$ cat src/sv/fdu_pkg.sv
`default_nettype none

package fdu_pkg;

    localparam logic [7:0] MARK_START = 8'h7E;
    localparam logic [7:0] ESC_A      = 8'h88;
    localparam logic [7:0] ESC_B      = 8'h81;
    localparam logic [7:0] STUFF_BYTE = 8'hFF;

    // Result kinds.
    localparam logic KIND_HEADER = 1'b0;
    localparam logic KIND_DATA   = 1'b1;

    // Header byte counter codes.
    localparam logic [1:0] HDR_BYTE0 = 2'd0;
    localparam logic [1:0] HDR_BYTE1 = 2'd1;
    localparam logic [1:0] HDR_CSUM  = 2'd2;
    localparam logic [1:0] HDR_DONE  = 2'd3;

    typedef struct packed {
        logic       kind;
        logic [6:0] frame_size;
        logic [4:0] sequence_res;
        logic [3:0] msg_type;
        logic [7:0] received_checksum;
        logic [7:0] data_byte;
        logic [6:0] byte_index;
        logic       last;
        logic       checksum_ok;
    } fdu_result_t;

endpackage

`default_nettype wire

$ cat src/sv/frame_deframer_unstuffer_top.sv
// Byte-stuffed frame deframer.
// Input channel: rx_valid / rx_ready carry one raw link byte per transaction.
// Output channel: res_valid / res_ready carry one result per transaction:
// one header result after the third unstuffed header byte, then one result
// per payload byte; the final one has last set and carries checksum_ok.
// Bytes outside a frame, the start marker, header bytes before the third and
// dropped stuffing bytes produce no result.
// Throughput: one byte per cycle while rx_ready is high. The frame state
// updates in the cycle a byte is taken and its result lands in a single
// output register, so res_valid shows it in the cycle after acceptance.
// rx_ready is high while the output register is empty or is being drained
// in the same cycle; when the receiver stalls with a result held, input is
// held off until that result is taken.
// Reset (rst_n low, asynchronous) returns the block to hunting for the start
// marker and empties the output register.
`default_nettype none

module frame_deframer_unstuffer_top (
    input  wire logic       clk,
    input  wire logic       rst_n,
    input  wire logic       rx_valid,
    output logic            rx_ready,
    input  wire logic [7:0] rx_byte,
    output logic            res_valid,
    input  wire logic       res_ready,
    output logic            kind,
    output logic [6:0]      frame_size,
    output logic [4:0]      sequence_res,
    output logic [3:0]      msg_type,
    output logic [7:0]      received_checksum,
    output logic [7:0]      data_byte,
    output logic [6:0]      byte_index,
    output logic            last,
    output logic            checksum_ok
);
    import fdu_pkg::*;

    logic        accept;
    logic        core_valid;
    fdu_result_t core_res;
    fdu_result_t out_res;

    assign accept = rx_valid && rx_ready;

    fdu_core u_core (
        .clk       (clk),
        .rst_n     (rst_n),
        .accept    (accept),
        .rx_byte   (rx_byte),
        .res_valid (core_valid),
        .res       (core_res)
    );

    fdu_out_reg u_out (
        .clk       (clk),
        .rst_n     (rst_n),
        .load      (accept && core_valid),
        .load_data (core_res),
        .slot_free (rx_ready),
        .res_valid (res_valid),
        .res_ready (res_ready),
        .res_data  (out_res)
    );

    assign kind              = out_res.kind;
    assign frame_size        = out_res.frame_size;
    assign sequence_res      = out_res.sequence_res;
    assign msg_type          = out_res.msg_type;
    assign received_checksum = out_res.received_checksum;
    assign data_byte         = out_res.data_byte;
    assign byte_index        = out_res.byte_index;
    assign last              = out_res.last;
    assign checksum_ok       = out_res.checksum_ok;

endmodule

`default_nettype wire

$ cat src/sv/fdu_core.sv
`default_nettype none

module fdu_core (
    input  wire logic                clk,
    input  wire logic                rst_n,
    input  wire logic                accept,
    input  wire logic [7:0]          rx_byte,
    output logic                     res_valid,
    output fdu_pkg::fdu_result_t     res
);
    import fdu_pkg::*;

    logic        in_frame_reg,  in_frame_next;
    logic        esc_reg,       esc_next;
    logic [1:0]  hdr_cnt_reg,   hdr_cnt_next;
    logic [15:0] hdr_reg,       hdr_next;
    logic [7:0]  csum_reg,      csum_next;
    logic [7:0]  sum_reg,       sum_next;
    logic [6:0]  dcnt_reg,      dcnt_next;

    logic [6:0] hdr_size;
    logic [4:0] hdr_seq;
    logic [3:0] hdr_type;
    logic [7:0] hdr_sum;
    logic [7:0] data_sum;
    logic [7:0] idx_plus;
    logic       is_last;

    assign hdr_size = hdr_reg[15:9];
    assign hdr_seq  = {hdr_reg[8], hdr_reg[7:4]};
    assign hdr_type = hdr_reg[3:0];
    assign hdr_sum  = {1'b0, hdr_size} + {3'b000, hdr_seq} + {4'h0, hdr_type};
    assign data_sum = sum_reg + rx_byte;
    assign idx_plus = {1'b0, dcnt_reg} + 8'd1;
    assign is_last  = (idx_plus >= {1'b0, hdr_size});

    always_comb
    begin
        in_frame_next = in_frame_reg;
        esc_next      = esc_reg;
        hdr_cnt_next  = hdr_cnt_reg;
        hdr_next      = hdr_reg;
        csum_next     = csum_reg;
        sum_next      = sum_reg;
        dcnt_next     = dcnt_reg;
        res_valid     = 1'b0;

        res.kind              = KIND_HEADER;
        res.frame_size        = hdr_size;
        res.sequence_res      = hdr_seq;
        res.msg_type          = hdr_type;
        res.received_checksum = csum_reg;
        res.data_byte         = 8'h00;
        res.byte_index        = 7'd0;
        res.last              = 1'b0;
        res.checksum_ok       = 1'b0;

        if (!in_frame_reg)
        begin
            if (rx_byte == MARK_START)
            begin
                in_frame_next = 1'b1;
                esc_next      = 1'b0;
                hdr_cnt_next  = HDR_BYTE0;
                sum_next      = 8'h00;
                dcnt_next     = 7'd0;
            end
        end
        else if (esc_reg && rx_byte == STUFF_BYTE)
        begin
            // Stuffing byte after an escape is dropped.
            esc_next = 1'b0;
        end
        else
        begin
            esc_next = (rx_byte == ESC_A) || (rx_byte == ESC_B);
            case (hdr_cnt_reg)
                HDR_BYTE0:
                begin
                    hdr_next     = {rx_byte, 8'h00};
                    hdr_cnt_next = HDR_BYTE1;
                end
                HDR_BYTE1:
                begin
                    hdr_next     = {hdr_reg[15:8], rx_byte};
                    hdr_cnt_next = HDR_CSUM;
                end
                HDR_CSUM:
                begin
                    csum_next             = rx_byte;
                    sum_next              = hdr_sum;
                    dcnt_next             = 7'd0;
                    res_valid             = 1'b1;
                    res.received_checksum = rx_byte;
                    if (hdr_size == 7'd0)
                    begin
                        // Empty payload: the header result closes the frame.
                        res.last        = 1'b1;
                        res.checksum_ok = (hdr_sum == rx_byte);
                        in_frame_next   = 1'b0;
                        esc_next        = 1'b0;
                        hdr_cnt_next    = HDR_BYTE0;
                    end
                    else
                    begin
                        hdr_cnt_next = HDR_DONE;
                    end
                end
                default:
                begin
                    sum_next        = data_sum;
                    dcnt_next       = idx_plus[6:0];
                    res_valid       = 1'b1;
                    res.kind        = KIND_DATA;
                    res.data_byte   = rx_byte;
                    res.byte_index  = dcnt_reg;
                    res.last        = is_last;
                    res.checksum_ok = is_last && (data_sum == csum_reg);
                    if (is_last)
                    begin
                        in_frame_next = 1'b0;
                        esc_next      = 1'b0;
                        hdr_cnt_next  = HDR_BYTE0;
                    end
                end
            endcase
        end
    end

    always_ff @(posedge clk or negedge rst_n)
    begin
        if (!rst_n)
        begin
            in_frame_reg <= 1'b0;
            esc_reg      <= 1'b0;
            hdr_cnt_reg  <= HDR_BYTE0;
            hdr_reg      <= 16'h0000;
            csum_reg     <= 8'h00;
            sum_reg      <= 8'h00;
            dcnt_reg     <= 7'd0;
        end
        else if (accept)
        begin
            in_frame_reg <= in_frame_next;
            esc_reg      <= esc_next;
            hdr_cnt_reg  <= hdr_cnt_next;
            hdr_reg      <= hdr_next;
            csum_reg     <= csum_next;
            sum_reg      <= sum_next;
            dcnt_reg     <= dcnt_next;
        end
    end

endmodule

`default_nettype wire

$ cat src/sv/fdu_out_reg.sv
`default_nettype none

module fdu_out_reg (
    input  wire logic                clk,
    input  wire logic                rst_n,
    input  wire logic                load,
    input  wire fdu_pkg::fdu_result_t load_data,
    output logic                     slot_free,
    output logic                     res_valid,
    input  wire logic                res_ready,
    output fdu_pkg::fdu_result_t     res_data
);
    import fdu_pkg::*;

    logic        valid_reg, valid_next;
    fdu_result_t data_reg;

    // The slot can take a new result when empty or when it drains this cycle.
    assign slot_free = !valid_reg || res_ready;

    always_comb
    begin
        valid_next = valid_reg;
        if (load)
        begin
            valid_next = 1'b1;
        end
        else if (res_ready)
        begin
            valid_next = 1'b0;
        end
    end

    always_ff @(posedge clk or negedge rst_n)
    begin
        if (!rst_n)
        begin
            valid_reg <= 1'b0;
        end
        else
        begin
            valid_reg <= valid_next;
        end
    end

    always_ff @(posedge clk)
    begin
        if (load)
        begin
            data_reg <= load_data;
        end
    end

    assign res_valid = valid_reg;
    assign res_data  = data_reg;

endmodule

`default_nettype wire

$ cat config.mk
export PLATFORM = sky130hd
export DESIGN_NAME = frame_deframer_unstuffer_top
export DESIGN_NICKNAME = d
export VERILOG_FILES = /design/src/sv/fdu_pkg.sv /design/src/sv/frame_deframer_unstuffer_top.sv /design/src/sv/fdu_core.sv /design/src/sv/fdu_out_reg.sv
export SDC_FILE = /design/constraint.sdc
export NUM_CORES = 1
export LEC_CHECK = 0
export BUFFER_PORTS_ARGS = -buffer_cell sky130_fd_sc_hd__buf_2
export CORE_UTILIZATION = 55
export CTS_BUF_LIST = sky130_fd_sc_hd__clkbuf_8
export CTS_CLUSTER_SIZE = 14
export DETAILED_ROUTE_END_ITERATION = 8
export GPL_TIMING_DRIVEN = 0
export PLACE_DENSITY = 0.85
export REMOVE_ABC_BUFFERS = 1
export SLEW_MARGIN = 20
export SYNTH_ARGS = -nofsm -noshare
export SYNTH_HDL_FRONTEND = slang
export SYNTH_SLANG_ARGS = --single-unit
$ cat constraint.sdc
create_clock -name clk -period 2.87 [get_ports clk]
set_clock_uncertainty 0.1 [all_clocks]
set_input_delay 0.574 -clock clk [delete_from_list [all_inputs] [get_ports clk]]
set_output_delay 0.574 -clock clk [all_outputs]
set_load 0.02 [all_outputs]
==> results of run 1 <==
power groups by stage:
stage / logic (mW) / clock network (mW) / registers [mW]
finish: 0.754 / 0.799 / 1.45
global route: 0.829 / 0.870 / 1.45
CTS: 0.724 / 0.816 / 1.44
detailed placement: 0.687 / 0 / 1.47
global placement: 0.652 / 0 / 1.47
floorplan: 0.519 / 0 / 1.44
per-layer routing:
metal  up-vias  part of all wire  global-route usage
met5         -                 0                   0
met4         0             0.029               0.136
met3        23             0.068              0.0386
met2       151              0.48               0.403
met1      1657              0.42               0.340
li1       1560                 -                   -
through the flow:
stage	setup slack, ns	instances	util	power [mW]
finish	-0.139	562	0.645	3.00
global route	-0.220	562	0.645	3.15
CTS	-0.234	562	0.642	2.98
detailed placement	-0.424	541	0.614	2.16
global placement	-0.900	540	0.611	2.12
floorplan	-0.0322	380	-	1.96
cell families (layout without fill, tap and decap cells):
group,Yosys count,in the layout,synth area share
buffers and inverters,34,96,0.0298
AO/OA/AOI/OAI,81,81,0.127
multiplexers,28,28,0.0643
adder cells (fa/ha/maj),32,32,0.0946
flip-flops,86,86,0.502
XOR/XNOR,30,30,0.0622
AND/OR/NAND/NOR,104,104,0.120
worst max-delay path by stage:
stage	start	end	slack, ns	cells after the start
after floorplan	u_core.hdr_reg[1]	u_out.res_data[0]	-0.03	12
after global placement	rx_byte[3]	u_out.res_data[26]	-0.90	7
after detailed placement	u_core.hdr_reg[10]	u_out.res_data[0]	-0.42	12
after CTS	u_core.hdr_reg[1]	u_out.res_data[0]	-0.23	12
after global routing	u_core.hdr_reg[5]	u_out.res_data[0]	-0.22	12
final	u_core.hdr_reg[10]	u_out.res_data[0]	-0.14	12
cells in the final DEF, fill, tap and decap left out, types with 3 or more instances in the layout:
master | Yosys | final
a21o_1 | 8 | 8
a21oi_1 | 15 | 15
dfrtp_1 | 44 | 43
a22o_1 | 9 | 9
or3_1 | 3 | 3
nor3_1 | 7 | 5
nor4_1 | 4 | 3
nand2b_1 | 7 | 7
ha_1 | 26 | 25
inv_2 | 0 | 4
nand2_1 | 30 | 30
xnor2_1 | 18 | 18
a31oi_1 | 3 | 3
a32o_1 | 7 | 7
buf_4 | 0 | 6
mux2_2 | 18 | 18
o21a_1 | 3 | 3
buf_2 | 4 | 54
nand3_1 | 9 | 9
nor2b_1 | 4 | 4
nand4_1 | 6 | 6
clkbuf_8 | 0 | 9
nor2_1 | 6 | 6
mux2i_1 | 10 | 10
fa_1 | 6 | 6
o21ai_0 | 12 | 11
xor2_1 | 10 | 10
inv_1 | 19 | 14
edfxtp_1 | 42 | 42
o21ai_1 | 7 | 8
and2_1 | 19 | 19
critical path, stage by stage (launching register included):
cell and delay (ns):
dfrtp_1 0.41, inv_2 0.10, fa_1 0.41, inv_1 0.08
ha_2 0.18, inv_2 0.04, fa_1 0.48, xnor2_1 0.16
a2111oi_2 0.22, nand3_1 0.16, nor4_2 0.23, nand4_1 0.17
o31ai_2 0.10
area by class of cell:
| cell class | count | share of cell area |
|---|---|---|
| clock buffers | 9 | 0.0233 |
| clock inverters | 7 | 0.0108 |
| multi-input cells | 275 | 0.421 |
| inverters | 19 | 0.0136 |
| well taps | 105 | 0.0247 |
| repair buffers | 61 | 0.0629 |
| flip-flops and latches | 86 | 0.444 |
what timing repair did:
action / 4_1_cts / 5_1_grt
gates cloned: 0 / 0
endpoints found under the setup margin: 1 / 36
setup buffers: 5 / 0
hold endpoints to repair: 0 / 0
pin swaps: 7 / 3
hold buffers: 0 / 0
gates resized for setup: 8 / 6
==> results.yml, run 1 <==
status:
  status: "complete, but fails checks"
  violations: "setup timing"
pwr:
  swShare: 0.328
  combinationalPowerShare: 0.251
  power.switching_mw: 0.983
  p_int_mw: 2.02
  power.density_nw_per_um2: 563
  seqPwrFrac: 0.482
  clkPwrFrac: 0.266
  power.leakage_nw: 2.42
  vdd_drop_max_mv: 0.278
cts:
  clock_latency_ns: 0.37
  cts_root_buf: "clkbuf_8"
  clkTransAtPathRegs_ns: 0.09
  cts_tree: "built"
  clock_sinks: 86
  cts_buffer_depth: 2
  h-tree-depth: 3
  cts_buffers: 9
synthesis:
  synth_common_cells: "44 x dfrtp_1, 42 x edfxtp_1, 30 x nand2_1"
  synth_most_common_cell: "dfrtp_1"
  synth_seq_cells: 86
  ys_async_sr_fraction: 0.512
  synthTopCellsByArea: "edfxtp_1 27%, dfrtp_1 23%, ha_1 6.9%"
  synth_ff_type: "dfrtp_1"
  synth_area_sq_um: 4710
  synth_warnings: 0
  synth.top_cell.area_share: 0.268
  yosysTopAreaCell: "edfxtp_1"
  syn-instance-count: 395
  synth_edf_count: 42
  synth.distinct_cells: 51
  syn_avg_cell_area_sq_um: 11.9
  ys_seq_area_frac: 0.502
sta:
  fin_crit_ns: 3.01
  drv_slew: 0
  worst_slack_ns: -0.139
  hold_violations: 0
  max_slew_margin: 0.476
  max_freq_ghz: 0.332
  rsz0062_at_grt: "true"
  setup_tns_ns: -0.139
  setup_viol: 1
  fin_crit_sh: 1.05
  hold_slack_ns: 0.0833
  tightest_slew_ns: 0.782
place:
  place_area_sq_um: 5070
  io_buffers: 55
  gp_congestion: 0.919
  dp_hpwl_um: 7170
cells_and_area:
  fin_area_sq_um: 5330
  final_nets: 496
  syn_to_final_growth_pct: 13.2
  largest_reg_flops: 42
  layout-drive-gt1-share: 0.254
  seq_area_sq_um: 2360
  num-fill-cells: 635
  multi_input_area_sq_um: 2240
  diodes: 0
worst_setup_path:
  required_ns: 2.97
  reg2reg_depth: 12
  ff2ff_setup_slack_ns: -0.14
  rr_endpoint: "u_out.res_data[0]"
  worstSetupPathType: "flip-flop to flip-flop"
  crit_path_max_fanout: 2
  start_kind: "flip-flop"
  r2r_start: "u_core.hdr_reg[10]"
  setup.worst_path.end_class: "flip-flop"
  arrival_ns: 3.10
flow_run:
  drv_cap: 0
drt:
  drc: 0
  detail_route.wl_per_cell_um: 18.5
  vias: 3391
  drt_iter0_drc: 278
  via_per_inst: 6.03
  drtAntennaViolNets: 0
  totalWireLength_um: 10400
  drt_pass1_iterations: 5
global_route:
  grt_usage: 0.255
  grt_pass1_wl_um: 16600
  grt_max_degree: 45
  grt_pass1_vias: 3275
  overflow: 0
  antenna_found_initial: 0
floorplan:
  core_sq_um: 8260
  io_pins: 56
  die_area_sq_um: 8930
  die_h_um: 94.5
  rows: 33
  initial_utilization: 0.570
  die_w_um: 94.5
worst_hold_path:
  hp-class: "input pin to asynchronous set/reset pin"
Note: power is estimated with default switching activity, not from simulation.
==> run 2, diff against run 1 <==
--- a/config.mk
+++ b/config.mk
@@ -8,12 +8,11 @@
 export BUFFER_PORTS_ARGS = -buffer_cell sky130_fd_sc_hd__buf_2
 export CORE_UTILIZATION = 55
 export CTS_BUF_LIST = sky130_fd_sc_hd__clkbuf_8
-export CTS_CLUSTER_SIZE = 14
 export DETAILED_ROUTE_END_ITERATION = 8
 export GPL_TIMING_DRIVEN = 0
 export PLACE_DENSITY = 0.85
 export REMOVE_ABC_BUFFERS = 1
-export SLEW_MARGIN = 20
+export SLEW_MARGIN = 0
 export SYNTH_ARGS = -nofsm -noshare
 export SYNTH_HDL_FRONTEND = slang
 export SYNTH_SLANG_ARGS = --single-unit
==> constraint.sdc (replaced) <==
create_clock -name clk -period 2.75 [get_ports clk]
set_clock_uncertainty 0.1 [all_clocks]
set_input_delay 0.55 -clock clk [delete_from_list [all_inputs] [get_ports clk]]
set_output_delay 0.55 -clock clk [all_outputs]
set_load 0.02 [all_outputs]
==> run 2 against run 1 <==
  * The flow still finishes with violations (setup timing)
  * Cell count unchanged
  * Maximum frequency up 0.34%
  * Sequential power up 4%
  * Utilization about the same
  * Global-route usage down 0.21 points
  * Total power up 5.0%
  * First-iteration DRC count down 33%
  * Critical path type unchanged
  * Critical endpoint unchanged
  * Largest power group unchanged
==> results.yml, run 2 (synthesis gave the netlist of run 1 again) <==
status:
  status: "complete, but fails checks"
  violations: "setup timing"
global_route:
  grt_pass1_wl_um: 16800
  grt_usage: 0.253
  grt_pass1_vias: 3308
  antenna_found_initial: 0
  overflow: 0
  grt_max_degree: 45
sta:
  fin_crit_sh: 1.09
  max_freq_ghz: 0.333
  hold_slack_ns: 0.254
  rsz0062_at_grt: "true"
  setup_viol: 1
  max_slew_margin: 0.167
  fin_crit_ns: 3.00
  drv_slew: 0
  hold_violations: 0
  worst_slack_ns: -0.249
  tightest_slew_ns: 1.24
cts:
  cts_tree: "built"
  clock_latency_ns: 0.37
  h-tree-depth: 3
  cts_root_buf: "clkbuf_8"
  clock_sinks: 86
  clkTransAtPathRegs_ns: 0.10
  cts_buffer_depth: 2
  ctsHoldBuffers: 0
  cts_buffers: 9
drt:
  drc: 0
  drt_pass1_iterations: 4
  drtAntennaViolNets: 0
  detail_route.wl_per_cell_um: 18.2
  drt_iter0_drc: 187
  totalWireLength_um: 10200
  vias: 3286
  via_per_inst: 5.85
floorplan:
  die_area_sq_um: 8930
  io_pins: 56
  initial_utilization: 0.570
  core_sq_um: 8260
  die_h_um: 94.5
  rows: 33
  die_w_um: 94.5
worst_setup_path:
  required_ns: 2.83
  setup.worst_path.end_class: "flip-flop"
  crit_path_max_fanout: 2
  ff2ff_setup_slack_ns: -0.25
  worstSetupPathType: "flip-flop to flip-flop"
  start_kind: "flip-flop"
  arrival_ns: 3.08
cells_and_area:
  syn_to_final_growth_pct: 13.2
  diodes: 0
  mostFrequentLayoutCell: "buf_2"
  final_cell_mix: "55 x buf_2, 43 x dfrtp_1, 42 x edfxtp_1, 29 x nand2_1, 25 x ha_1"
  final_nets: 496
  largest_reg_flops: 42
  layout-drive-gt1-share: 0.256
place:
  gp_congestion: 0.919
  dp_hpwl_um: 7030
  io_buffers: 55
pwr:
  seqPwrFrac: 0.479
  combinationalPowerShare: 0.254
  power.density_nw_per_um2: 591
  power.leakage_nw: 2.42
  fin_total_pwr_mw: 3.15
  p_int_mw: 2.12
  swShare: 0.327
  clkPwrFrac: 0.267
  vdd_drop_max_mv: 0.267
  power.switching_mw: 1.03
flow_run:
  drv_cap: 0
worst_hold_path:
  hp-class: "input pin to asynchronous set/reset pin"
-- run 2: layer usage --
layer | track usage | up-vias | share of wire | wire length, um
met2 | 0.417 | 136 | 0.48 | 4910
met4 | 0.0997 | 0 | 0.018 | 182
li1 | - | 1565 | - | -
met5 | 0 | - | 0 | 0
met3 | 0.0362 | 16 | 0.078 | 794
met1 | 0.338 | 1569 | 0.42 | 4340
-- run 2: layout make-up --
type                       count  area [sq um]
inverter                      19          78.8
multi-input combinational    275          2250
timing repair buffer          61           320
clock inverter                 7          57.6
fill                         639          2930
tap                          105           131
sequential                    86          2360
clock buffer                   9           124
-- run 2: through the flow --
step | util | cell area (sq um) | setup TNS, ns | setup slack (ns) | std cells
2_1_floorplan | - | 4640 | -0.845 | -0.152 | 380
3_3_place_gp | 0.611 | 5040 | -44.00 | -0.996 | 540
3_5_place_dp | 0.611 | 5040 | -23.62 | -0.541 | 540
4_1_cts | 0.640 | 5280 | -0.340 | -0.340 | 562
5_1_grt | 0.645 | 5330 | -0.404 | -0.404 | 562
6_report | 0.645 | 5330 | -0.249 | -0.249 | 562
-- run 2: timing repair --
item                                    in CTS  in global routing
endpoints found under the setup margin      46                 51
pin swaps                                    8                  2
cloned                                       0                  0
buffers inserted                             6                  0
gates resized for setup                      7                 15
-- run 2: final timing paths --
| path | to | from | cells past startpoint |
|---|---|---|---|
| max in group asynchronous | u_core.dcnt_reg[0] | rst_n | 1 |
| worst min-delay path | u_core.csum_reg[6] | rst_n | 1 |
| worst max-delay path | u_out.res_data[0] | u_core.hdr_reg[5] | 12 |
| min in group clk | u_out.res_valid | res_ready | 3 |
| worst max register to register | u_out.res_data[0] | u_core.hdr_reg[5] | 12 |
| worst min register to register | u_core.sum_reg[6] | u_core.sum_reg[6] | 2 |
-- run 2: critical path: stages, from the launching register on --
cell	delay, ns
dfrtp_1	0.39
inv_2	0.05
fa_1	0.49
inv_2	0.09
ha_4	0.14
inv_2	0.04
fa_2	0.58
xnor2_1	0.08
a2111oi_2	0.22
nand3_1	0.14
nor4_2	0.23
nand4_1	0.15
o31ai_2	0.10
-- run 2: power groups by stage --
| stage | Clock (mW) | Sequential [mW] | Combinational, mW |
|---|---|---|---|
| 5_1_grt | 0.907 | 1.51 | 0.880 |
| 6_report | 0.840 | 1.51 | 0.800 |
| 4_1_cts | 0.847 | 1.51 | 0.761 |
| 3_5_place_dp | 0 | 1.53 | 0.715 |
| 3_3_place_gp | 0 | 1.53 | 0.681 |
| 2_1_floorplan | 0 | 1.50 | 0.542 |
==> run 3, diff against run 2 <==
--- a/config.mk
+++ b/config.mk
@@ -11,6 +11,7 @@
 export DETAILED_ROUTE_END_ITERATION = 8
 export GPL_TIMING_DRIVEN = 0
 export PLACE_DENSITY = 0.85
+export RECOVER_POWER = 25
 export REMOVE_ABC_BUFFERS = 1
 export SLEW_MARGIN = 0
 export SYNTH_ARGS = -nofsm -noshare
==> run 3 against run 2 <==
  * The flow still finishes with violations (setup timing)
  * Die area did not move
  * Wire length fell by 0.23%
  * Hold slack got worse by 0.0046 ns
  * Utilization did not move
  * Sequential share of layout area did not move
  * Sequential cell count did not move
  * Register-to-register slack barely moved
  * Maximum frequency fell by 0.28%
  * Clock power barely moved
  * Critical endpoint unchanged
  * Largest cell class unchanged
  * Highest routed layer unchanged
==> results.yml, run 3 (synthesis gave the netlist of run 1 again) <==
status:
  status: "complete, but fails checks"
  violations: "setup timing"
pwr:
  p_int_mw: 2.12
  clkPwrFrac: 0.266
  power.switching_mw: 1.03
  vdd_drop_max_mv: 0.267
  power.density_nw_per_um2: 591
  swShare: 0.327
  combinationalPowerShare: 0.254
  seqPwrFrac: 0.480
  power.leakage_nw: 2.42
  fin_total_pwr_mw: 3.15
global_route:
  grt_max_degree: 45
  antenna_found_initial: 0
  grt_usage: 0.253
  grt_pass1_vias: 3308
  overflow: 0
  grt_pass1_wl_um: 16800
drt:
  vias: 3303
  totalWireLength_um: 10200
  drtAntennaViolNets: 0
  drc: 0
  drt_iter0_drc: 216
  drt_pass1_iterations: 4
  via_per_inst: 5.88
  detail_route.wl_per_cell_um: 18.2
worst_hold_path:
  hp-class: "input pin to asynchronous set/reset pin"
worst_setup_path:
  start_kind: "flip-flop"
  worstSetupStartpoint: "u_core.hdr_reg[5]"
  worstSetupPathType: "flip-flop to flip-flop"
  ff2ff_setup_slack_ns: -0.26
  r2r_start: "u_core.hdr_reg[5]"
  cp_slowest_cell: "fa_2"
  cp_slowest_stage_delay_ns: 0.58
  cpMostUsedCell: "inv_2"
  crit_chain: "inv_2 -> fa_1 -> inv_2 -> ha_4 -> inv_2 -> fa_2 -> xnor2_1 -> a2111oi_2 -> nand3_1 -> nor4_2 -> nand4_1 -> o31ai_2"
  crit_path_max_fanout: 2
  required_ns: 2.82
  arrival_ns: 3.08
  setup.worst_path.end_class: "flip-flop"
flow_run:
  drv_cap: 0
place:
  dp_hpwl_um: 7030
  io_buffers: 55
  place_area_sq_um: 5040
  dp_cells: 540
  gp_congestion: 0.919
cells_and_area:
  multi_input_area_sq_um: 2250
  final_cell_mix: "55 x buf_2, 43 x dfrtp_1, 42 x edfxtp_1, 29 x nand2_1, 25 x ha_1"
  syn_to_final_growth_pct: 13.2
  num-fill-cells: 639
  final_cell_count_no_fill: 562
  final_nets: 496
  fin_area_sq_um: 5330
  seq_area_sq_um: 2360
  diodes: 0
  largest_reg_flops: 42
  layout-drive-gt1-share: 0.256
  mostFrequentLayoutCell: "buf_2"
cts:
  h-tree-depth: 3
  clock_latency_ns: 0.37
  cts_tree: "built"
  cts_buffer_depth: 2
  clock_sinks: 86
  clkTransAtPathRegs_ns: 0.09
  cts_buffers: 9
  ctsHoldBuffers: 0
  cts_root_buf: "clkbuf_8"
sta:
  fin_crit_sh: 1.09
  fin_crit_ns: 3.01
  rsz0062_at_grt: "true"
  setup_viol: 1
  setup_tns_ns: -0.257
  hold_slack_ns: 0.249
  drv_slew: 0
  hold_violations: 0
  max_slew_margin: 0.171
  tightest_slew_ns: 1.23
  worst_slack_ns: -0.257
  max_freq_ghz: 0.333
floorplan:
  rows: 33
  io_pins: 56
  initial_utilization: 0.570
  die_w_um: 94.5
  core_sq_um: 8260
  die_h_um: 94.5
  die_area_sq_um: 8930
run 3: cell types whose count changed in the layout (fill, tap and decap cells not counted), sizes merged:
| cell | change |
|---|---|
| buf | -2 |
| clkbuf | +2 |
run 3: layer usage:
metal  routed length, um  track usage  vias to the layer above
met5                   0            0                        -
met3                 622       0.0362                       15
met1                4520        0.338                     1609
met4                 188       0.0997                        0
li1                    -            -                     1560
met2                4870        0.417                      119
run 3: power groups by stage:
stage / Clock [mW] / Sequential, mW / Combinational, mW
final: 0.838 / 1.51 / 0.799
after global placement: 0 / 1.53 / 0.681
after global routing: 0.907 / 1.51 / 0.879
after CTS: 0.847 / 1.51 / 0.761
after floorplan: 0 / 1.50 / 0.542
after detailed placement: 0 / 1.53 / 0.715
run 3: area by class of cell:
type	count	share of cell area
well taps	105	0.0247
clock buffers	9	0.0233
flip-flops and latches	86	0.444
clock inverters	7	0.0108
inverters	19	0.0148
repair buffers	61	0.0601
multi-input cells	275	0.423
run 3: timing repair:
| item | in CTS | in global routing |
|---|---|---|
| gates cloned | 0 | 0 |
| pin swaps | 8 | 2 |
| resized for setup | 7 | 15 |
| buffers inserted | 6 | 0 |
| setup endpoints to repair | 46 | 51 |
run 3: critical path: cells and delay by family (launching register included):
family | cells | cell delay [ns]
buf+inv | 3 | 0.18
compound gates | 2 | 0.33
flops | 1 | 0.39
simple gates | 3 | 0.53
xor+xnor | 1 | 0.08
fa+ha+maj | 3 | 1.21
run 3: path summary, 6_finish.rpt:
kind	end	cells after the start
worst max-delay path	u_out.res_data[0]	12
worst min-delay path	u_core.hdr_reg[5]	1
worst max register to register	u_out.res_data[0]	12
worst min register to register	u_core.sum_reg[6]	2
max in group asynchronous	u_core.dcnt_reg[0]	1
min in group clk	u_out.res_valid	3
run 3: metrics by stage:
stage | worst slack (ns) | util
finish | -0.257 | 0.645
global route | -0.404 | 0.645
CTS | -0.340 | 0.640
detailed placement | -0.541 | 0.611
global placement | -0.996 | 0.611
floorplan | -0.152 | -
